### src/sv/assert_macros.svh
// ----------------------------------------------------------------------------
// assert_macros.svh
// Assertion shorthands, clocked on clk and disabled during arst_n.
// ----------------------------------------------------------------------------
`ifndef ASSERT_MACROS_SVH
`define ASSERT_MACROS_SVH

`ifndef ASSERT_OFF

`define ASSERT_CLK(label, prop, msg) \
	label: assert property (@(posedge clk) disable iff (!arst_n) (prop)) else $error(msg);

`define ASSERT_NEVER(label, cond, msg) \
	label: assert property (@(posedge clk) disable iff (!arst_n) !(cond)) else $error(msg);

`else

`define ASSERT_CLK(label, prop, msg)

`define ASSERT_NEVER(label, cond, msg)

`endif

`endif

### src/sv/bcoef_pkg.sv
// ----------------------------------------------------------------------------
// bcoef_pkg
// Widths, constants and cell control type for the binomial coefficient block.
// ----------------------------------------------------------------------------
`timescale 1ns / 1ps

package bcoef_pkg;

	localparam int IN_W    = 8;
	localparam int N_W     = 6;
	localparam int D_W     = 5;
	localparam int R_W     = 64;
	localparam int COEF_W  = 59;
	localparam int CNT_W   = 6;
	localparam int MAX_N_DEF = 62;

	typedef struct packed {
		logic en;
		logic first;
	} cell_ctl_t;

endpackage

### src/sv/bcoef_if.sv
// ----------------------------------------------------------------------------
// bcoef_in_if / bcoef_out_if
// Valid/ready channels for index words and coefficient words.
// ----------------------------------------------------------------------------
`timescale 1ns / 1ps

interface bcoef_in_if import bcoef_pkg::*; ();
	logic            valid;
	logic            ready;
	logic [IN_W-1:0] n_value;
	logic [IN_W-1:0] k_value;

	modport source (output valid, output n_value, output k_value, input ready);
	modport sink (input valid, input n_value, input k_value, output ready);
endinterface

interface bcoef_out_if import bcoef_pkg::*; ();
	logic              valid;
	logic              ready;
	logic [COEF_W-1:0] coefficient;
	logic              out_of_range;

	modport source (output valid, output coefficient, output out_of_range, input ready);
	modport sink (input valid, input coefficient, input out_of_range, output ready);
endinterface

### src/sv/binomial_coefficient_int_top.sv
// ----------------------------------------------------------------------------
// binomial_coefficient_int_top
// Exact binomial coefficient C(n,k) for n up to MAX_N.
//
// req carries one word of n_value and k_value; rsp returns one word of
// coefficient and out_of_range per request, in order.
// n above MAX_N returns 0 with out_of_range set. k above n returns 0;
// k of 0 or k equal to n returns 1. These go straight to ST_FIN.
// Otherwise k is folded to min(k, n-k) and the block runs k rounds, each
// a bit-serial multiply by the running top value and a bit-serial exact
// divide by the round number, all on one 64-bit shift register, before
// the result goes through ST_FIN to the output register.
// One request is processed at a time; req.ready is high only while idle.
// The result sits in an output register: the next request is accepted
// while it waits, and a finished result holds until rsp.ready frees it.
// Reset clears all control state and drops any pending result.
// ----------------------------------------------------------------------------
`timescale 1ns / 1ps

`include "assert_macros.svh"

module binomial_coefficient_int_top import bcoef_pkg::*; #(
	parameter int MAX_N = MAX_N_DEF
) (
	input  logic        clk,
	input  logic        arst_n,
	bcoef_in_if.sink    req,
	bcoef_out_if.source rsp
);

	typedef enum logic [1:0] {
		ST_IDLE,
		ST_MUL,
		ST_DIV,
		ST_FIN
	} state_t;

	localparam logic [CNT_W-1:0] CNT_LAST = CNT_W'(R_W - 1);

	state_t            state_q;
	logic [R_W-1:0]    r_q;
	logic [N_W-1:0]    top_q;
	logic [D_W-1:0]    d_q;
	logic [D_W-1:0]    kk_q;
	logic [CNT_W-1:0]  cnt_q;
	logic              oor_q;
	logic              ovalid_q;
	logic [COEF_W-1:0] coef_q;
	logic              oor_out_q;

	logic              accept;
	logic              rsp_free;
	logic [N_W-1:0]    n_in;
	logic [N_W-1:0]    k_in;
	logic [N_W-1:0]    nmk;
	logic [N_W-1:0]    kmin;
	cell_ctl_t         mul_ctl;
	cell_ctl_t         div_ctl;
	logic              mul_bit;
	logic              q_bit;

	assign req.ready       = (state_q == ST_IDLE);
	assign accept          = req.valid && req.ready;
	assign rsp_free        = !ovalid_q || rsp.ready;
	assign rsp.valid       = ovalid_q;
	assign rsp.coefficient = coef_q;
	assign rsp.out_of_range = oor_out_q;

	assign n_in = req.n_value[N_W-1:0];
	assign k_in = req.k_value[N_W-1:0];
	assign nmk  = n_in - k_in;
	assign kmin = (k_in > nmk) ? nmk : k_in;

	assign mul_ctl.en    = (state_q == ST_MUL);
	assign mul_ctl.first = (cnt_q == '0);
	assign div_ctl.en    = (state_q == ST_DIV);
	assign div_ctl.first = (cnt_q == '0);

	bcoef_mul_cell u_mul (
		.clk     (clk),
		.arst_n  (arst_n),
		.ctl     (mul_ctl),
		.factor  (top_q),
		.bit_in  (r_q[0]),
		.bit_out (mul_bit)
	);

	bcoef_div_cell u_div (
		.clk     (clk),
		.arst_n  (arst_n),
		.ctl     (div_ctl),
		.divisor (d_q),
		.bit_in  (r_q[R_W-1]),
		.q_bit   (q_bit)
	);

	always_ff @(posedge clk or negedge arst_n) begin
		if (!arst_n) begin
			state_q   <= ST_IDLE;
			cnt_q     <= '0;
			ovalid_q  <= 1'b0;
			oor_q     <= 1'b0;
			r_q       <= '0;
			top_q     <= '0;
			d_q       <= '0;
			kk_q      <= '0;
			coef_q    <= '0;
			oor_out_q <= 1'b0;
		end else begin
			if (ovalid_q && rsp.ready && state_q != ST_FIN) begin
				ovalid_q <= 1'b0;
			end
			case (state_q)
				ST_IDLE: begin
					if (accept) begin
						cnt_q <= '0;
						oor_q <= 1'b0;
						if (req.n_value > IN_W'(MAX_N)) begin
							r_q     <= '0;
							oor_q   <= 1'b1;
							state_q <= ST_FIN;
						end else if (req.k_value > req.n_value) begin
							r_q     <= '0;
							state_q <= ST_FIN;
						end else if (k_in == '0 || k_in == n_in) begin
							r_q     <= R_W'(1);
							state_q <= ST_FIN;
						end else begin
							r_q     <= R_W'(1);
							top_q   <= n_in;
							d_q     <= D_W'(1);
							kk_q    <= kmin[D_W-1:0];
							state_q <= ST_MUL;
						end
					end
				end
				ST_MUL: begin
					r_q   <= {mul_bit, r_q[R_W-1:1]};
					cnt_q <= cnt_q + 1'b1;
					if (cnt_q == CNT_LAST) begin
						state_q <= ST_DIV;
					end
				end
				ST_DIV: begin
					r_q   <= {r_q[R_W-2:0], q_bit};
					cnt_q <= cnt_q + 1'b1;
					if (cnt_q == CNT_LAST) begin
						top_q <= top_q - 1'b1;
						d_q   <= d_q + 1'b1;
						state_q <= (d_q == kk_q) ? ST_FIN : ST_MUL;
					end
				end
				ST_FIN: begin
					if (rsp_free) begin
						coef_q    <= r_q[COEF_W-1:0];
						oor_out_q <= oor_q;
						ovalid_q  <= 1'b1;
						state_q   <= ST_IDLE;
					end
				end
				default: begin
					state_q <= ST_IDLE;
				end
			endcase
		end
	end

	`ASSERT_CLK(a_round_in_range, (state_q == ST_MUL || state_q == ST_DIV) |-> (d_q != '0 && d_q <= kk_q), "round number outside 1..k")
	`ASSERT_CLK(a_oor_zero, (rsp.valid && rsp.out_of_range) |-> (rsp.coefficient == '0), "out-of-range word with nonzero coefficient")
	`ASSERT_CLK(a_round_advance, (state_q == ST_DIV && cnt_q == CNT_LAST) |=> (d_q == $past(d_q) + 1'b1 && top_q == $past(top_q) - 1'b1), "round counters did not advance")
	`ASSERT_NEVER(a_overwrite, state_q == ST_FIN && rsp_free && ovalid_q && !rsp.ready, "pending result overwritten")

endmodule

### src/sv/bcoef_mul_cell.sv
// ----------------------------------------------------------------------------
// bcoef_mul_cell
// Bit-serial multiply by a small factor, LSB first, with a narrow carry.
// ----------------------------------------------------------------------------
`timescale 1ns / 1ps

module bcoef_mul_cell import bcoef_pkg::*; (
	input  logic           clk,
	input  logic           arst_n,
	input  cell_ctl_t      ctl,
	input  logic [N_W-1:0] factor,
	input  logic           bit_in,
	output logic           bit_out
);

	logic [N_W-1:0] carry_q;
	logic [N_W-1:0] carry_in;
	logic [N_W:0]   sum;

	assign carry_in = ctl.first ? '0 : carry_q;
	assign sum      = (bit_in ? {1'b0, factor} : '0) + {1'b0, carry_in};
	assign bit_out  = sum[0];

	always_ff @(posedge clk or negedge arst_n) begin
		if (!arst_n) begin
			carry_q <= '0;
		end else if (ctl.en) begin
			carry_q <= sum[N_W:1];
		end
	end

endmodule

### src/sv/bcoef_div_cell.sv
// ----------------------------------------------------------------------------
// bcoef_div_cell
// Bit-serial restoring divide by a small divisor, MSB first.
// ----------------------------------------------------------------------------
`timescale 1ns / 1ps

module bcoef_div_cell import bcoef_pkg::*; (
	input  logic           clk,
	input  logic           arst_n,
	input  cell_ctl_t      ctl,
	input  logic [D_W-1:0] divisor,
	input  logic           bit_in,
	output logic           q_bit
);

	logic [D_W-1:0] rem_q;
	logic [D_W-1:0] rem_in;
	logic [D_W:0]   trial;
	logic [D_W:0]   diff;

	assign rem_in = ctl.first ? '0 : rem_q;
	assign trial  = {rem_in, bit_in};
	assign q_bit  = (trial >= {1'b0, divisor});
	assign diff   = q_bit ? (trial - {1'b0, divisor}) : trial;

	always_ff @(posedge clk or negedge arst_n) begin
		if (!arst_n) begin
			rem_q <= '0;
		end else if (ctl.en) begin
			rem_q <= diff[D_W-1:0];
		end
	end

endmodule

### src/flat_wrapper.sv
// flat-port wrapper written by rule: the top's interface ports become plain ports
module binomial_coefficient_int_top_flat import bcoef_pkg::*;
#(
	parameter int MAX_N = MAX_N_DEF
)
  (clk, arst_n, req_valid, req_n_value, req_k_value, req_ready, rsp_valid, rsp_coefficient, rsp_out_of_range, rsp_ready);
  bcoef_in_if req_i ();
  bcoef_out_if rsp_i ();
  input  logic clk;
  input  logic arst_n;
  input wire logic [$bits(req_i.valid)-1:0] req_valid;
  input wire logic [$bits(req_i.n_value)-1:0] req_n_value;
  input wire logic [$bits(req_i.k_value)-1:0] req_k_value;
  output wire logic [$bits(req_i.ready)-1:0] req_ready;
  output wire logic [$bits(rsp_i.valid)-1:0] rsp_valid;
  output wire logic [$bits(rsp_i.coefficient)-1:0] rsp_coefficient;
  output wire logic [$bits(rsp_i.out_of_range)-1:0] rsp_out_of_range;
  input wire logic [$bits(rsp_i.ready)-1:0] rsp_ready;
  assign req_i.valid = req_valid;
  assign req_i.n_value = req_n_value;
  assign req_i.k_value = req_k_value;
  assign req_ready = req_i.ready;
  assign rsp_valid = rsp_i.valid;
  assign rsp_coefficient = rsp_i.coefficient;
  assign rsp_out_of_range = rsp_i.out_of_range;
  assign rsp_i.ready = rsp_ready;
  binomial_coefficient_int_top #(.MAX_N(MAX_N)) u_core (.clk(clk), .arst_n(arst_n), .req(req_i), .rsp(rsp_i));
endmodule
### config.mk
export PLATFORM = sky130hd
export DESIGN_NAME = binomial_coefficient_int_top_flat
export DESIGN_NICKNAME = d
export VERILOG_FILES = /design/src/sv/bcoef_pkg.sv /design/src/sv/bcoef_if.sv /design/src/sv/binomial_coefficient_int_top.sv /design/src/sv/bcoef_mul_cell.sv /design/src/sv/bcoef_div_cell.sv /design/src/flat_wrapper.sv
export VERILOG_INCLUDE_DIRS = /design/src /design/src/sv
export SDC_FILE = /design/constraint.sdc
export NUM_CORES = 1
export LEC_CHECK = 0
export BUFFER_PORTS_ARGS = -buffer_cell sky130_fd_sc_hd__buf_2
export CAP_MARGIN = 15
export CORE_MARGIN = 4
export CORE_UTILIZATION = 54
export CTS_CLUSTER_SIZE = 25
export DETAILED_ROUTE_END_ITERATION = 12
export GPL_TIMING_DRIVEN = 0
export PLACE_DENSITY = 0.74
export SYNTH_ARGS = -nofsm -noshare
export SYNTH_HDL_FRONTEND = slang
export SYNTH_SLANG_ARGS = --single-unit
### constraint.sdc
create_clock -name clk -period 2.8 [get_ports clk]
set_input_delay 0.28 -clock clk [delete_from_list [all_inputs] [get_ports clk]]
set_output_delay 0.28 -clock clk [all_outputs]
set_load 0.1 [all_outputs]
# Word level (Yosys, flattened, before mapping)
# Cells that the tools add are included.
# W data, S select, Z words.
[totals]
ff_bits = 161
input_bits = 20
out_inout_bits = 62
wordCells = 95
[op_classes]
add_sub_neg = 6
magnitude_cmp = 4
eq_ne = 14
muxes = 36
n_bitwise = 3
n_reduce_logical = 20
[op_table]
columns = ["op", "n"]
rows = [
  ["$pmux W64 S3", 1],
  ["$mux W64", 2],
  ["$mux W6", 8],
  ["$mux W5", 8],
  ["$pmux W6 S2", 2],
  ["$mux W2", 8],
  ["$ne A2 B2 Y1 const B", 7],
  ["$logic_not A6 Y1", 2],
  ["$pmux W5 S2", 1],
  ["$gt A8 B6 Y1 const B", 1],
  ["$gt A8 B8 Y1", 1],
  ["$pmux W2 S4", 1],
  ["$reduce_and A2 Y1", 4],
  ["$add A6 B6 Y7", 1],
  ["$add A6 B1 Y6 const B", 1],
  ["$eq A6 B6 Y1", 1],
  ["$eq A6 B6 Y1 const B", 1],
  ["$ge A6 B5 Y1", 1],
  ["$gt A6 B6 Y1", 1],
  ["$reduce_and A6 Y1", 1],
  ["$sub A6 B1 Y6 const B", 1],
  ["$sub A6 B6 Y6", 1],
  ["$add A5 B1 Y5 const B", 1],
  ["$eq A5 B5 Y1", 1],
  ["other kinds (15)", 26],
]

# Longest topological paths before layout
[logic_depth]
word_depth = 7
mapped_depth = 14
mapped_depth_nobuf = 14

# By module
# Synthesis repeated with hierarchy kept, for this count alone.
[unflattened]
cells_unflattened = 781
area_unflattened_um2 = 8280.4
[modules_own_cells]
columns = ["module", "n_inst", "cells_each", "area_per_inst_um2", "seq_area_each_um2"]
rows = [
  ["binomial_coefficient_int_top", 1, 662, 7235.7, 3753.6],
  ["bcoef_div_cell", 1, 65, 524.3, 125.1],
  ["bcoef_mul_cell", 1, 54, 520.5, 150.1],
]

# Worst setup path after synthesis
# No wires, ideal clock.
[synth_path]
kind = "input to register"
startpoint = "input req_n_value[0]"
endpoint = "register u_core.kk_q[0]"
setup_ns = 0.125
arrival_ns = 2.765
t_required_ns = 2.675
path_slack_ns = -0.090
cell_stages = 13
n_path_buf = 0
path_cell_list = "inv_1 -> ha_1 -> inv_1 -> fa_1 -> a21o_1 -> a21oi_1 -> xor2_1 -> ha_1 -> a21oi_1 -> a21boi_0 -> o32ai_2 -> mux2i_1 -> mux2_2"
[synth_between]
elab_chain_len = 4
elab_cells_between_ends = 11
cone_classes = "add/sub (1); order compare (3); eq/ne (1); mux (1); bitwise (3); reduce/logical (2)"
[synth_lines]
columns = ["item", "line_no", "text"]
rows = [
  ["start: declaration", "flat_wrapper.sv:12", "input wire logic [$bits(req_i.n_value)-1:0] req_n_value;"],
  ["parallel branches: the longest is 4 deep, another holds $sub A6 B6 Y6", "-", ""],
  ["end signal: assignment", "binomial_coefficient_int_top.sv:132", "kk_q <= kmin[D_W-1:0];"],
  ["end: declaration", "binomial_coefficient_int_top.sv:44", "logic [D_W-1:0] kk_q;"],
]
# Parallel ways; which one is timed is not known.
# A chain may end at the register's enable or synchronous reset.

# Worst setup path after layout
[layout_path]
startpoint = "register u_core.cnt_q[1]"
endpoint = "register u_core.r_q[0]"
[layout_between]
elab_chain_len = 4
[layout_lines]
columns = ["item", "line_no", "text"]
rows = [
  ["start: declaration", "binomial_coefficient_int_top.sv:45", "logic [CNT_W-1:0] cnt_q;"],
  ["start signal: assignment", "binomial_coefficient_int_top.sv:139", "cnt_q <= cnt_q + 1'b1;"],
  ["start signal: assignment", "binomial_coefficient_int_top.sv:146", "cnt_q <= cnt_q + 1'b1;"],
  ["$logic_not A6 Y1", "binomial_coefficient_int_top.sv:77", "assign div_ctl.first = (cnt_q == '0);"],
  ["$mux W5", "bcoef_div_cell.sv:21", "assign rem_in = ctl.first ? '0 : rem_q;"],
  ["$ge A6 B5 Y1", "bcoef_div_cell.sv:23", "assign q_bit = (trial >= {1'b0, divisor});"],
  ["$pmux W64 S3", "binomial_coefficient_int_top.sv:113", "case (state_q)"],
  ["end signal: assignment", "binomial_coefficient_int_top.sv:138", "r_q <= {mul_bit, r_q[R_W-1:1]};"],
  ["end signal: assignment", "binomial_coefficient_int_top.sv:145", "r_q <= {r_q[R_W-2:0], q_bit};"],
  ["end: declaration", "binomial_coefficient_int_top.sv:41", "logic [R_W-1:0] r_q;"],
]
# No other way between the ends.

==> out/qor.yml <==
clkPwrFrac_pct: 46.3
finalMaxSlewViolations: 0
ys.flop_type: "dfrtp_1"
cts-root-buf: "clkbuf_16"
yosysMostFrequentCell: "dfrtp_1"
clock.fmax_mhz: 363
cts_buffers: 17
arrival_ps: 3070
synth-simple-area-share_pct: 9.35
clockBufferDepth: 2
grt_overflow: 0
fin_ws_ps: 47.0
initial_core_util_pct: 55.5
fin_total_pwr_w: 0.00490
synth-xor-area-share_pct: 2.16
worstPathRequired_ps: 3120
finalSetupViolCount: 0
synth-edff-count: 0
dr.pass1.iters: 5
synth_top_family_by_area: "compound AO/OA/AOI/OAI gates"
syn2layout_area_growth_pct: 20.0
dp_slack_ps: -626
yosys-top-cells-count: "dfrtp_1, nand2_1, o21ai_0"
leakage_nw: 4.78
wl_per_cell_um: 17.9
p_int_w: 0.00379
slew_headroom_pct: 39.6
crit_path_end_kind: "register"
seqPwrFrac_pct: 47.5
grt_pass1_wl_um: 31000
htree_levels: 4
worst-path-max-fanout: 3
drtIter0Drc: 553
synthTopCellsByArea: "dfrtp_1, mux2_2, ha_1, a22oi_1, o21ai_0"
rsz0062_at_grt: "true"
synth.avg_cell_area_um2: 10.9
ant_nets: 0
hold_path_class: "in2reg"
startpoint_type: "register"
grt_max_degree: 84
vias: 6288
clkTransAtPathRegs_ps: 60
synth_adder_area_share_pct: 6.59
core-area_mm2: 0.0146
synthMuxAreaShare_pct: 11.4
peakVddDrop_mv: 0.502
routabilityCongestion: 0.877
drive_gt1_share_pct: 28.8
hold_viol_final: 0
grt_pass1_vias: 6323
synth_compound_area_share_pct: 16.5
yosysWarnings: 0
die-area_mm2: 0.0171
synth_top_area_share_pct: 49.6
cts.sinks: 161
synthArstFlopShare_pct: 100
p_comb_share_pct: 6.2
ios: 82
routed_via_density: 5.93
period_share_pct: 98.3
hpwl_um: 13100
die_w_um: 131
syn-num-nets: 805
synth-seq-cells: 161
grt.total_usage_pct: 22.8
yosys.cell_types.count: 59
routed_wl_um: 19000
p_sw_share_pct: 22.7
nets: 924
switchingPower_w: 0.00111
cap_violations: 0
crit_type: "reg2reg"
power.density_mw_per_mm2: 503
finalSetupTns_ps: 0
port-buffer-count: 81
finalClockSkew_ps: 9.92
drc: 0
synthCells: 744
cts_tree: "built"
period_needed_ps: 2750
rows: 44
max_slew.worst_pin.slew_ps: 904
clk_latency_ps: 420
syn_area_mm2: 0.00812
outcome: "finished, final reports clean"
antenna_found_initial: 1
yosys.area.top_type: "dfrtp_1"
ys_seq_area_share_pct: 49.6
die_y_um: 131
state kept, by name, summed over array words and instances (netlist names):
name and cells:
u_core.kk_q 5, u_core.r_q 64, u_core.state_q 2, u_core.cnt_q 6
u_core.oor_q 1, u_core.u_div.rem_q 5, u_core.top_q 6, u_core.u_mul.carry_q 6
u_core.rsp.valid 1, u_core.d_q 5, u_core.rsp.out_of_range 1, u_core.rsp.coefficient 59
area by class of cell:
type | count | area (um2)
diodes | 1 | 2.50
plain buffers | 41 | 235
clock buffers | 23 | 488
clock inverters | 9 | 92.6
fillers | 1093 | 4900
inverters | 36 | 135
multi-input cells | 506 | 3930
flip-flops and latches | 161 | 4030
well taps | 184 | 230
repair buffers | 100 | 608
power by group through the flow:
| stage | combinational [W] | sequential, W | clock [W] |
|---|---|---|---|
| 2_1_floorplan | 0.000154 | 0.00237 | 0 |
| 3_3_place_gp | 0.000250 | 0.00237 | 0 |
| 3_5_place_dp | 0.000264 | 0.00237 | 0 |
| 4_1_cts | 0.000299 | 0.00233 | 0.00230 |
| 5_1_grt | 0.000337 | 0.00233 | 0.00241 |
| 6_report | 0.000302 | 0.00233 | 0.00227 |
path summary, 6_finish.rpt:
check | end | from | slack (ps) | cells past startpoint
max | u_core.r_q[0]$_DFFE_PN0P_ | u_core.cnt_q[1]$_DFFE_PN0P_ | 50 | 16
min | u_core.rsp.valid$_DFF_PN0_ | rsp_ready | 170 | 3
max reg2reg | u_core.r_q[0]$_DFFE_PN0P_ | u_core.cnt_q[1]$_DFFE_PN0P_ | 50 | 16
min reg2reg | u_core.rsp.coefficient[7]$_DFFE_PN0P_ | u_core.rsp.coefficient[7]$_DFFE_PN0P_ | 500 | 1
max in group asynchronous | u_core.rsp.coefficient[51]$_DFFE_PN0P_ | arst_n | 1470 | 3
min in group asynchronous | u_core.rsp.coefficient[12]$_DFFE_PN0P_ | arst_n | 480 | 2
metal layers:
metal / vias to the layer above / wire, um / track usage, %
met5: - / 0 / 0
met2: 222 / 9440 / 37.8
met4: 0 / 374 / 7.74
met1: 3144 / 8060 / 30.3
li1: 2891 / - / -
met3: 31 / 1080 / 4.47
per-stage QoR:
step                      cell area, um2  cells  hold slack [ps]  util, %
final                               9750   1061              170     66.6
after global routing                9750   1061              181     66.6
after floorplan                     8140    744            -15.6        -
after detailed placement            8810   1010              378     60.1
after global placement              8770   1009              475     59.9
after CTS                           9640   1055              162     65.8
critical path, stage by stage, from the launching register on:
cell      delay, ps
dfrtp_1         400
inv_2            80
ha_4            140
nand2b_4         60
nor4_4          230
clkbuf_8        230
buf_6           110
nor2b_4          40
ha_4            260
buf_6            90
o21ai_2          50
nand2b_1        150
a221oi_4        110
buf_6           150
buf_4           130
o211a_1         200
a221oi_1        230
timing repair:
item | in CTS | in global routing
hold endpoints to repair | 82 | 0
hold buffers | 1 | 0
resized for setup | 31 | 15
pin swaps | 12 | 21
setup endpoints to repair | 11 | 14
setup buffers | 12 | 5
placed cells by master (no fill, tap or decap), types with 10 or more instances in the layout:
master	instances
a22oi_1	63
xor2_1	10
dfrtp_1	161
xnor2_1	10
buf_2	80
o21ai_0	73
nand2_1	82
clkbuf_16	17
clkbuf_1	30
mux2_2	71
buf_4	11
ha_1	31
a21oi_1	18
mux2i_1	10
inv_1	32
nor2_1	22
logic make-up (layout without fill, tap and decap cells):
kind of cell,after synthesis,in the layout
compound gates,199,199
xor+xnor,20,20
fa+ha+maj,41,41
buf+inv,77,209
flops,161,161
mux,83,83
other cells,0,1
simple gates,163,163
(Power assumes the default switching activity.)
